==> config.mk <==
export PLATFORM = sky130hd
export DESIGN_NAME = printout_frame_detector_top
export DESIGN_NICKNAME = d
export VERILOG_FILES = /design/src/design/pfd_pkg.sv /design/src/design/printout_frame_detector_top.sv
export VERILOG_INCLUDE_DIRS = /design/src /design/src/design
export SDC_FILE = /design/constraint.sdc
export NUM_CORES = 1
export LEC_CHECK = 0
export BUFFER_PORTS_ARGS = -buffer_cell sky130_fd_sc_hd__buf_2
export CAP_MARGIN = 20
export CORE_ASPECT_RATIO = 1.25
export CORE_MARGIN = 3
export CORE_UTILIZATION = 56
export DETAILED_ROUTE_END_ITERATION = 10
export PLACE_DENSITY = 0.75
export SETUP_SLACK_MARGIN = 0.02
export SLEW_MARGIN = 10
export SYNTH_ARGS = -nofsm -noshare
export SYNTH_HDL_FRONTEND = slang
export SYNTH_SLANG_ARGS = --single-unit
==> constraint.sdc <==
create_clock -name clk -period 6.3 [get_ports clk]
set_clock_uncertainty 0.2 [all_clocks]
set_input_delay 1.26 -clock clk [delete_from_list [all_inputs] [get_ports clk]]
set_output_delay 1.26 -clock clk [all_outputs]
set_load 0.02 [all_outputs]
==> src/design/assert_macros.svh <==
// ----------------------------------------------------------------------------
// assert_macros.svh
// Shared concurrent assertion macros for the design folder.
// The using module provides clk and arst_n.
// ----------------------------------------------------------------------------
`ifndef ASSERT_MACROS_SVH
`define ASSERT_MACROS_SVH

// property must hold at every clock edge outside reset
`define ASSERT_ALWAYS(label, prop, msg) \
	label: assert property (@(posedge clk) disable iff (!arst_n) (prop)) \
		else $error(msg);

// consequent must hold in the cycle after the antecedent
`define ASSERT_NEXT(label, ante, cons, msg) \
	label: assert property (@(posedge clk) disable iff (!arst_n) (ante) |=> (cons)) \
		else $error(msg);

`endif

==> src/design/pfd_pkg.sv <==
// ----------------------------------------------------------------------------
// pfd_pkg
// Constants, status codes and helper functions of the printout frame detector.
// ----------------------------------------------------------------------------
package pfd_pkg;

	// run buffer size and derived counter width
	localparam int BUFFER_BYTES = 512;
	localparam int CNT_W        = $clog2(BUFFER_BYTES);

	// output field widths
	localparam int STATUS_W = 3;
	localparam int START_W  = 9;
	localparam int FIXES_W  = 3;

	// frame geometry
	localparam int PAYLOAD_LEN = 54;
	localparam int MIN_STARS   = 7;
	localparam int MIN_TEXT    = 53;
	localparam int FIX_AT_TEXT = 55;
	localparam int MARK_FROM   = 30;
	localparam int NUM_FIXES   = 7;

	// text length saturates above every threshold that is tested
	localparam int TL_W   = 6;
	localparam int TL_MAX = (1 << TL_W) - 1;

	// star tally saturates above the star threshold
	localparam int TALLY_W   = 4;
	localparam int TALLY_MAX = (1 << TALLY_W) - 1;

	// characters
	localparam logic [7:0] STAR     = 8'h2A;
	localparam logic [7:0] LETTER_D = 8'h44;
	localparam logic [7:0] DIGIT_0  = 8'h30;
	localparam logic [7:0] DIGIT_9  = 8'h39;
	localparam logic [7:0] MARK_ONE = 8'h01;

	// status codes
	localparam logic [STATUS_W-1:0] ST_NEED     = 3'd0;
	localparam logic [STATUS_W-1:0] ST_COMPLETE = 3'd1;
	localparam logic [STATUS_W-1:0] ST_RESET    = 3'd2;
	localparam logic [STATUS_W-1:0] ST_ABORT    = 3'd3;
	localparam logic [STATUS_W-1:0] ST_FULL     = 3'd4;
	localparam logic [STATUS_W-1:0] ST_IGNORED  = 3'd5;

	// rule for the byte right of a fix offset
	localparam logic [1:0] RIGHT_DIGIT = 2'd0;
	localparam logic [1:0] RIGHT_D     = 2'd1;
	localparam logic [1:0] RIGHT_ANY   = 2'd2;

	typedef logic [5:0] fix_pos_t;
	typedef logic [1:0] fix_rule_t;

	localparam fix_pos_t FIX_POS [NUM_FIXES] = '{
		6'd11, 6'd17, 6'd24, 6'd29, 6'd33, 6'd47, 6'd53
	};
	localparam fix_rule_t FIX_RIGHT [NUM_FIXES] = '{
		RIGHT_DIGIT, RIGHT_D, RIGHT_DIGIT, RIGHT_DIGIT,
		RIGHT_DIGIT, RIGHT_DIGIT, RIGHT_ANY
	};

	// decimal digit test
	function automatic logic is_digit(input logic [7:0] b);
		return (b >= DIGIT_0) && (b <= DIGIT_9);
	endfunction

	// number of set fix marks
	function automatic logic [FIXES_W-1:0] count_marks(input logic [NUM_FIXES-1:0] m);
		logic [FIXES_W-1:0] n;
		n = '0;
		for (int k = 0; k < NUM_FIXES; k++) begin
			n = n + FIXES_W'(m[k]);
		end
		return n;
	endfunction

	// saturating add to the star tally
	function automatic logic [TALLY_W-1:0] tally_add(input logic [TALLY_W-1:0] t,
			input logic [FIXES_W-1:0] a);
		logic [TALLY_W:0] s;
		s = {1'b0, t} + (TALLY_W+1)'(a);
		if (s > (TALLY_W+1)'(TALLY_MAX)) begin
			return TALLY_W'(TALLY_MAX);
		end
		return s[TALLY_W-1:0];
	endfunction

endpackage

==> src/design/printout_frame_detector_top.sv <==
// ----------------------------------------------------------------------------
// printout_frame_detector_top
// Tracks a star-delimited printout payload in a received modem byte stream.
// ----------------------------------------------------------------------------
// Usage:
//   Input channel (in_valid / in_stall) carries one received byte per request
//   in rx_byte; new_call set on a request clears all tracking before that
//   byte is taken. Output channel (out_valid / out_stall) returns one result
//   per input request: status, payload_start and fixes_applied.
//   A request taken into the input stage register shows its result once the
//   result register takes it. Throughput: one request per cycle while out_stall
//   is low; the whole per-byte update sits between the two registers.
//   When the receiver stalls, the result register holds and the input stage
//   keeps at most one more request; in_stall rises once that stage is full.
//   After a completion, an abort or a full buffer every byte returns status
//   ignored and changes nothing until a request with new_call set.
//   Reset empties both registers and clears all tracking state.
// ----------------------------------------------------------------------------
`include "assert_macros.svh"

module printout_frame_detector_top (
	input  logic                          clk,
	input  logic                          arst_n,
	input  logic                          in_valid,
	output logic                          in_stall,
	input  logic [7:0]                    rx_byte,
	input  logic                          new_call,
	output logic                          out_valid,
	input  logic                          out_stall,
	output logic [pfd_pkg::STATUS_W-1:0]  status,
	output logic [pfd_pkg::START_W-1:0]   payload_start,
	output logic [pfd_pkg::FIXES_W-1:0]   fixes_applied
);

	localparam int CW = pfd_pkg::CNT_W;
	localparam int TW = pfd_pkg::TL_W;
	localparam int AW = pfd_pkg::TALLY_W;
	localparam int NF = pfd_pkg::NUM_FIXES;

	// input stage
	logic       valid_s1;
	logic [7:0] byte_s1;
	logic       new_call_s1;

	// result register
	logic                         out_valid_q;
	logic [pfd_pkg::STATUS_W-1:0] status_q;
	logic [pfd_pkg::START_W-1:0]  start_q;
	logic [pfd_pkg::FIXES_W-1:0]  fixes_q;

	// tracking state
	logic [CW-1:0] run_q;
	logic          seen_q;
	logic [CW-1:0] start_idx_q;
	logic          open_q;
	logic [TW-1:0] text_len_q;
	logic [AW-1:0] tally_q;
	logic [NF-1:0] marks_q;
	logic          done_q;
	logic [15:0]   last2_q;
	logic          marker_q;
	logic [1:0]    corrupt_q;
	logic          ended_q;

	// state as seen by the byte in the input stage
	logic [CW-1:0] e_run, e_start;
	logic          e_seen, e_open, e_done, e_marker, e_ended;
	logic [TW-1:0] e_tl;
	logic [AW-1:0] e_tally;
	logic [NF-1:0] e_marks;
	logic [15:0]   e_last2;
	logic [1:0]    e_corrupt;

	// next state
	logic [CW-1:0] n_run, n_start;
	logic          n_seen, n_open, n_done, n_marker, n_ended;
	logic [TW-1:0] n_tl;
	logic [AW-1:0] n_tally;
	logic [NF-1:0] n_marks;
	logic [15:0]   n_last2;
	logic [1:0]    n_corrupt;

	// step results
	logic [pfd_pkg::STATUS_W-1:0] res_status;
	logic [CW-1:0]                res_start;
	logic [pfd_pkg::FIXES_W-1:0]  res_fixes;
	logic [7:0]                   prev1, prev2;
	logic [CW-1:0]                run_inc;
	logic                         right_ok, complete;

	// handshake
	logic advance, proc;

	assign advance  = !out_valid_q || !out_stall;
	assign proc     = valid_s1 && advance;
	assign in_stall = valid_s1 && !advance;

	assign out_valid     = out_valid_q;
	assign status        = status_q;
	assign payload_start = start_q;
	assign fixes_applied = fixes_q;

	// input stage control
	always_ff @(posedge clk or negedge arst_n) begin
		if (!arst_n) begin
			valid_s1 <= 1'b0;
		end else if (!in_stall) begin
			valid_s1 <= in_valid;
		end
	end

	// input stage payload
	always_ff @(posedge clk) begin
		if (!in_stall && in_valid) begin
			byte_s1     <= rx_byte;
			new_call_s1 <= new_call;
		end
	end

	// apply a new call clear ahead of the byte
	always_comb begin
		if (new_call_s1) begin
			e_run     = '0;
			e_seen    = 1'b0;
			e_start   = '0;
			e_open    = 1'b1;
			e_tl      = '0;
			e_tally   = '0;
			e_marks   = '0;
			e_done    = 1'b0;
			e_last2   = '0;
			e_marker  = 1'b0;
			e_corrupt = '0;
			e_ended   = 1'b0;
		end else begin
			e_run     = run_q;
			e_seen    = seen_q;
			e_start   = start_idx_q;
			e_open    = open_q;
			e_tl      = text_len_q;
			e_tally   = tally_q;
			e_marks   = marks_q;
			e_done    = done_q;
			e_last2   = last2_q;
			e_marker  = marker_q;
			e_corrupt = corrupt_q;
			e_ended   = ended_q;
		end
	end

	// per-byte update
	always_comb begin
		n_run      = e_run;
		n_seen     = e_seen;
		n_start    = e_start;
		n_open     = e_open;
		n_tl       = e_tl;
		n_tally    = e_tally;
		n_marks    = e_marks;
		n_done     = e_done;
		n_last2    = e_last2;
		n_marker   = e_marker;
		n_corrupt  = e_corrupt;
		n_ended    = e_ended;
		prev1      = e_last2[7:0];
		prev2      = e_last2[15:8];
		run_inc    = e_run + 1'b1;
		right_ok   = 1'b0;
		complete   = 1'b0;
		res_status = pfd_pkg::ST_NEED;
		res_start  = e_start;
		res_fixes  = e_done ? pfd_pkg::count_marks(e_marks) : '0;

		if (e_ended) begin
			res_status = pfd_pkg::ST_IGNORED;
		end else begin
			n_run = run_inc;

			// first star opens the payload
			if (!e_seen && byte_s1 == pfd_pkg::STAR) begin
				n_seen  = 1'b1;
				n_start = e_run;
			end

			// text tracking up to the first zero byte
			if (n_seen && e_open) begin
				if (byte_s1 == 8'h00) begin
					n_open = 1'b0;
				end else begin
					for (int k = 0; k < NF; k++) begin
						case (pfd_pkg::FIX_RIGHT[k])
							pfd_pkg::RIGHT_DIGIT: right_ok = pfd_pkg::is_digit(byte_s1);
							pfd_pkg::RIGHT_D:     right_ok = (byte_s1 == pfd_pkg::LETTER_D);
							default:              right_ok = 1'b1;
						endcase
						if (e_tl == TW'(pfd_pkg::FIX_POS[k] + 6'd1) && right_ok &&
								prev1 != pfd_pkg::STAR && pfd_pkg::is_digit(prev2)) begin
							n_marks[k] = 1'b1;
						end
					end
					if (byte_s1 == pfd_pkg::STAR) begin
						n_tally = pfd_pkg::tally_add(e_tally, pfd_pkg::FIXES_W'(1));
					end
					if (e_tl != TW'(pfd_pkg::TL_MAX)) begin
						n_tl = e_tl + 1'b1;
					end
				end
			end

			// corruption marker after the payload area
			if (e_run >= CW'(pfd_pkg::MARK_FROM + 2) && prev1 == 8'h00 &&
					byte_s1 == 8'h00 && (prev2 == 8'h00 || prev2 == pfd_pkg::MARK_ONE)) begin
				n_marker = 1'b1;
			end

			n_last2 = {prev1, byte_s1};

			// fixes are counted once the text is long enough
			if (!e_done && n_tl >= TW'(pfd_pkg::FIX_AT_TEXT)) begin
				n_done  = 1'b1;
				n_tally = pfd_pkg::tally_add(n_tally, pfd_pkg::count_marks(n_marks));
			end

			res_start = n_start;
			res_fixes = n_done ? pfd_pkg::count_marks(n_marks) : '0;

			complete = (run_inc >= CW'(pfd_pkg::PAYLOAD_LEN)) && n_seen &&
				((run_inc - n_start) >= CW'(pfd_pkg::PAYLOAD_LEN)) &&
				(n_tally >= AW'(pfd_pkg::MIN_STARS)) &&
				(n_tl >= TW'(pfd_pkg::MIN_TEXT));

			// final decision for this byte
			if (complete) begin
				res_status = pfd_pkg::ST_COMPLETE;
				n_ended    = 1'b1;
			end else if (run_inc > CW'(pfd_pkg::PAYLOAD_LEN) && n_marker) begin
				n_corrupt = e_corrupt + 1'b1;
				if (e_corrupt != 2'd0) begin
					res_status = pfd_pkg::ST_ABORT;
					n_ended    = 1'b1;
				end else begin
					res_status = pfd_pkg::ST_RESET;
					n_run      = '0;
					n_seen     = 1'b0;
					n_start    = '0;
					n_open     = 1'b1;
					n_tl       = '0;
					n_tally    = '0;
					n_marks    = '0;
					n_done     = 1'b0;
					n_last2    = '0;
					n_marker   = 1'b0;
				end
			end else if (run_inc >= CW'(pfd_pkg::BUFFER_BYTES - 1)) begin
				res_status = pfd_pkg::ST_FULL;
				n_ended    = 1'b1;
			end
		end
	end

	// tracking state registers
	always_ff @(posedge clk or negedge arst_n) begin
		if (!arst_n) begin
			run_q       <= '0;
			seen_q      <= 1'b0;
			start_idx_q <= '0;
			open_q      <= 1'b1;
			text_len_q  <= '0;
			tally_q     <= '0;
			marks_q     <= '0;
			done_q      <= 1'b0;
			last2_q     <= '0;
			marker_q    <= 1'b0;
			corrupt_q   <= '0;
			ended_q     <= 1'b0;
		end else if (proc) begin
			run_q       <= n_run;
			seen_q      <= n_seen;
			start_idx_q <= n_start;
			open_q      <= n_open;
			text_len_q  <= n_tl;
			tally_q     <= n_tally;
			marks_q     <= n_marks;
			done_q      <= n_done;
			last2_q     <= n_last2;
			marker_q    <= n_marker;
			corrupt_q   <= n_corrupt;
			ended_q     <= n_ended;
		end
	end

	// result register control
	always_ff @(posedge clk or negedge arst_n) begin
		if (!arst_n) begin
			out_valid_q <= 1'b0;
		end else if (advance) begin
			out_valid_q <= valid_s1;
		end
	end

	// result register payload
	always_ff @(posedge clk) begin
		if (proc) begin
			status_q <= res_status;
			start_q  <= pfd_pkg::START_W'(res_start);
			fixes_q  <= res_fixes;
		end
	end

	// checks
	`ASSERT_ALWAYS(a_run_bound, run_q <= CW'(pfd_pkg::BUFFER_BYTES - 1), "run count past buffer")
	`ASSERT_ALWAYS(a_corrupt_bound, corrupt_q <= 2'd2, "corrupt reset count out of range")
	`ASSERT_ALWAYS(a_ended_shown, !(out_valid_q && (status_q == pfd_pkg::ST_COMPLETE || status_q == pfd_pkg::ST_ABORT || status_q == pfd_pkg::ST_FULL)) || ended_q, "call end not recorded")
	`ASSERT_NEXT(a_ignored_after_end, proc && ended_q && !new_call_s1, status_q == pfd_pkg::ST_IGNORED, "byte after end not ignored")

endmodule
==> flow_summary.yaml <==
synthesis:
  seq_area_frac_synth: 0.392
  synth_compound_area_frac: 0.203
  synth_seq_cells: 83
  synthFlopType: "dfrtp_1"
  syn_nets: 683
  ys_types: 72
  yosys.area_share.adder: 0.0849
  synth_simple_gate_area_frac: 0.223
  yosys_warnings: 0
  syn_avg_cell_area_um2: 8.78
  synth.area.mux_share: 0.0328
  synth_edf_count: 24
  synth_area_um2: 5600
  synth_async_sr_flop_share: 0.711
  synth_top_family_by_area: "simple AND/OR/NAND/NOR gates"
  yosys.area_share.xor_xnor: 0.0172
  synthCells: 638
clock_network:
  cts_made_buffers: 9
  cts_tree: "yes"
  cts_sinks: 83
  ctsHoldBuffers: 0
  cts_root_buf: "clkbuf_16"
  cts_max_level: 3
  clk_latency_ns: 0.35
  path_clk_slew_ns: 0.06
  clk_path_buf_depth: 2
routing:
  ant_nets: 0
  initialDrtViolationCount: 277
  dr.pass1.iters: 6
  vias: 5058
  wl_mm: 14.3
  viasPerCell: 6.16
  drc_errors: 0
  wl_per_cell_um: 17.4
setup_path:
  worstPathRequired_ns: 6.36
  reg2reg_depth: 23
  critPathKind: "flip-flop to flip-flop"
  crit_path_end: "tally_q[2]"
  cp_max_fo: 8
  r2r_slack_ns: -0.12
  timing.rr.start: "byte_s1[6]"
  startpoint: "byte_s1[6]"
  worst_setup_path_start_kind: "flip-flop"
  cp-end-kind: "flip-flop"
  crit_arrival_ns: 6.47
  r2r-end: "tally_q[2]"
sta:
  clock.fmax_mhz: 156
  finalCriticalPeriod_ns: 6.42
  hold_viol: 0
  setup_slack_ns: -0.117
  setup_viol: 39
  fin_crit_sh: 1.02
  whs_ns: 0.268
  slew-limit-headroom: 0.294
  worstMarginPinSlew_ns: 1.06
  rsz0062_at_grt: "yes"
  slew_violations: 0
die:
  die_h_um: 118
  die_x_um: 95.5
  coreArea_um2: 9660
  dieArea_um2: 11200
  initial_utilization: 0.580
  pin_count: 30
  fp-row-count: 40
cells_and_area:
  fin_cells: 821
  stdcell_area_um2: 6670
  finish.utilization: 0.690
  drive_gt1_frac: 0.216
  layout_commonest_cell: "nand2_1"
  multi_input_area_um2: 3350
  final_cell_mix: "nand2_1, dfrtp_1, buf_4"
  final_nets: 735
  ff_latch_area_um2: 2200
  nFillCells: 748
  areaGrowthSynthToFinish_pct: 19.0
  antennaDiodeCount: 0
power_and_ir_drop:
  ir_drop_uv: 201
  power.leakage_nw: 2.79
  power_density_nw_per_um2: 212
flow_run:
  cap_viol_max_count: 0
placed_design:
  dp_cells: 795
  gp_congestion: 0.939
  dp_slack_ns: -0.252
  dp_hpwl_mm: 9.71
  placed_cell_area_um2: 6100
  portBuffers: 29
min_path:
  hp-class: "flip-flop to flip-flop"
outcome:
  violations: "setup timing"
  outcome: "finished with violations"
global_route:
  grt.overflow.total: 0
  antenna_found_initial: 0
  grt_pass1_wl_mm: 23.0
  grt_usage: 0.257
  grt_max_degree: 60
  grt_pass1_vias: 4904
==> worst max-delay path, cell delays in order (launching register included) <==
cell	delay, ns
edfxtp_1	0.39
or3b_4	0.40
or3_4	0.37
a21o_1	0.18
nor2_2	0.15
nand2_2	0.08
a21oi_2	0.14
and4b_1	0.24
o21ai_2	0.08
fa_1	0.53
fa_1	0.44
fa_2	0.36
fa_1	0.53
inv_2	0.06
fa_2	0.54
a31oi_2	0.10
nand4_1	0.10
a2111oi_2	0.06
or4_4	0.46
o31ai_4	0.32
nor2_4	0.12
buf_12	0.17
buf_4	0.14
o31ai_4	0.15
==> through the flow <==
step	TNS, ns	total power (W)
floorplan	-0.717	0.000827
global placement	-2.18	0.000900
detailed placement	-8.02	0.000912
CTS	-1.42	0.00140
global route	-12.34	0.00147
finish	-1.96	0.00141
==> layout make-up <==
class                      instances  share of cell area
sequential                        83               0.330
tap                              126              0.0236
clock buffer                      10              0.0343
clock inverter                     6             0.00619
timing repair buffer              80              0.0884
inverter                          27              0.0152
multi-input combinational        489               0.502
==> registers in the layout, indices dropped and copies added, names as in the netlist, 4 cells and up <==
name	cells
last2_q	15
marks_q	7
tally_q	4
run_q	9
text_len_q	6
payload_start	9
byte_s1	8
start_idx_q	9
==> worst min path at each step <==
stage	startpoint	to	slack (ns)	depth (start not counted)
floorplan	marks_q[0]	marks_q[0]	0.24	2
global placement	marks_q[3]	marks_q[3]	0.25	2
detailed placement	marks_q[3]	marks_q[3]	0.26	2
CTS	marks_q[3]	marks_q[3]	0.27	2
global route	marks_q[3]	marks_q[3]	0.31	2
finish	marks_q[3]	marks_q[3]	0.27	2
==> per-layer routing <==
layer | track usage | up-vias | share of wire
li1 | - | 2395 | -
met1 | 0.322 | 2440 | 0.42
met2 | 0.437 | 188 | 0.50
met3 | 0.0416 | 35 | 0.056
met4 | 0.101 | 0 | 0.025
met5 | 0 | - | 0
==> Yosys cell counts (3+ instances only) <==
cell type	n	area (um^2)
mux2i_1	9	90.1
a22oi_1	3	22.5
o31ai_1	34	255
ha_1	22	275
o21a_1	5	37.5
nand4_1	6	37.5
nor2_1	36	135
o21ai_0	47	235
o211ai_1	4	30.0
a41oi_1	4	35.0
xnor2_1	6	52.6
edfxtp_1	24	721
and3_1	4	25.0
nor4_1	7	43.8
inv_1	26	97.6
fa_1	10	200
a211oi_1	5	37.5
mux2_2	7	78.8
and2_1	3	18.8
clkbuf_1	34	128
or4_1	4	30.0
a31oi_1	8	50.1
nand3_1	13	65.1
nand2_1	128	480
nand3b_1	3	22.5
nor3b_1	4	30.0
or2_2	4	25.0
nor2b_1	18	113
o22ai_1	3	18.8
nor3_1	14	70.1
dfrtp_1	58	1450
nand2b_1	6	37.5
o2111ai_1	5	43.8
a21o_1	5	37.5
a21oi_1	18	90.1
xor2_1	5	43.8
==> cells by family (layout without fill, tap and decap cells) <==
family          count (synthesis)  in the layout
flops                          83             83
mux                            17             17
simple gates                  264            264
fa+ha+maj                      32             32
xor+xnor                       11             11
compound gates                165            165
buf+inv                        66            123
==> power by group <==
| group | switching [W] | internal, W |
|---|---|---|
| Sequential | 0.0000521 | 0.000600 |
| Combinational | 0.000165 | 0.0000999 |
| Clock | 0.000226 | 0.000267 |
==> repair_timing <==
item                       CTS  global route
setup endpoints to repair   60            60
buffers inserted             5             5
resized for setup           11            44
gates cloned                 0             1
pin swaps                   11             7
Power figures use the tool's default switching activity.
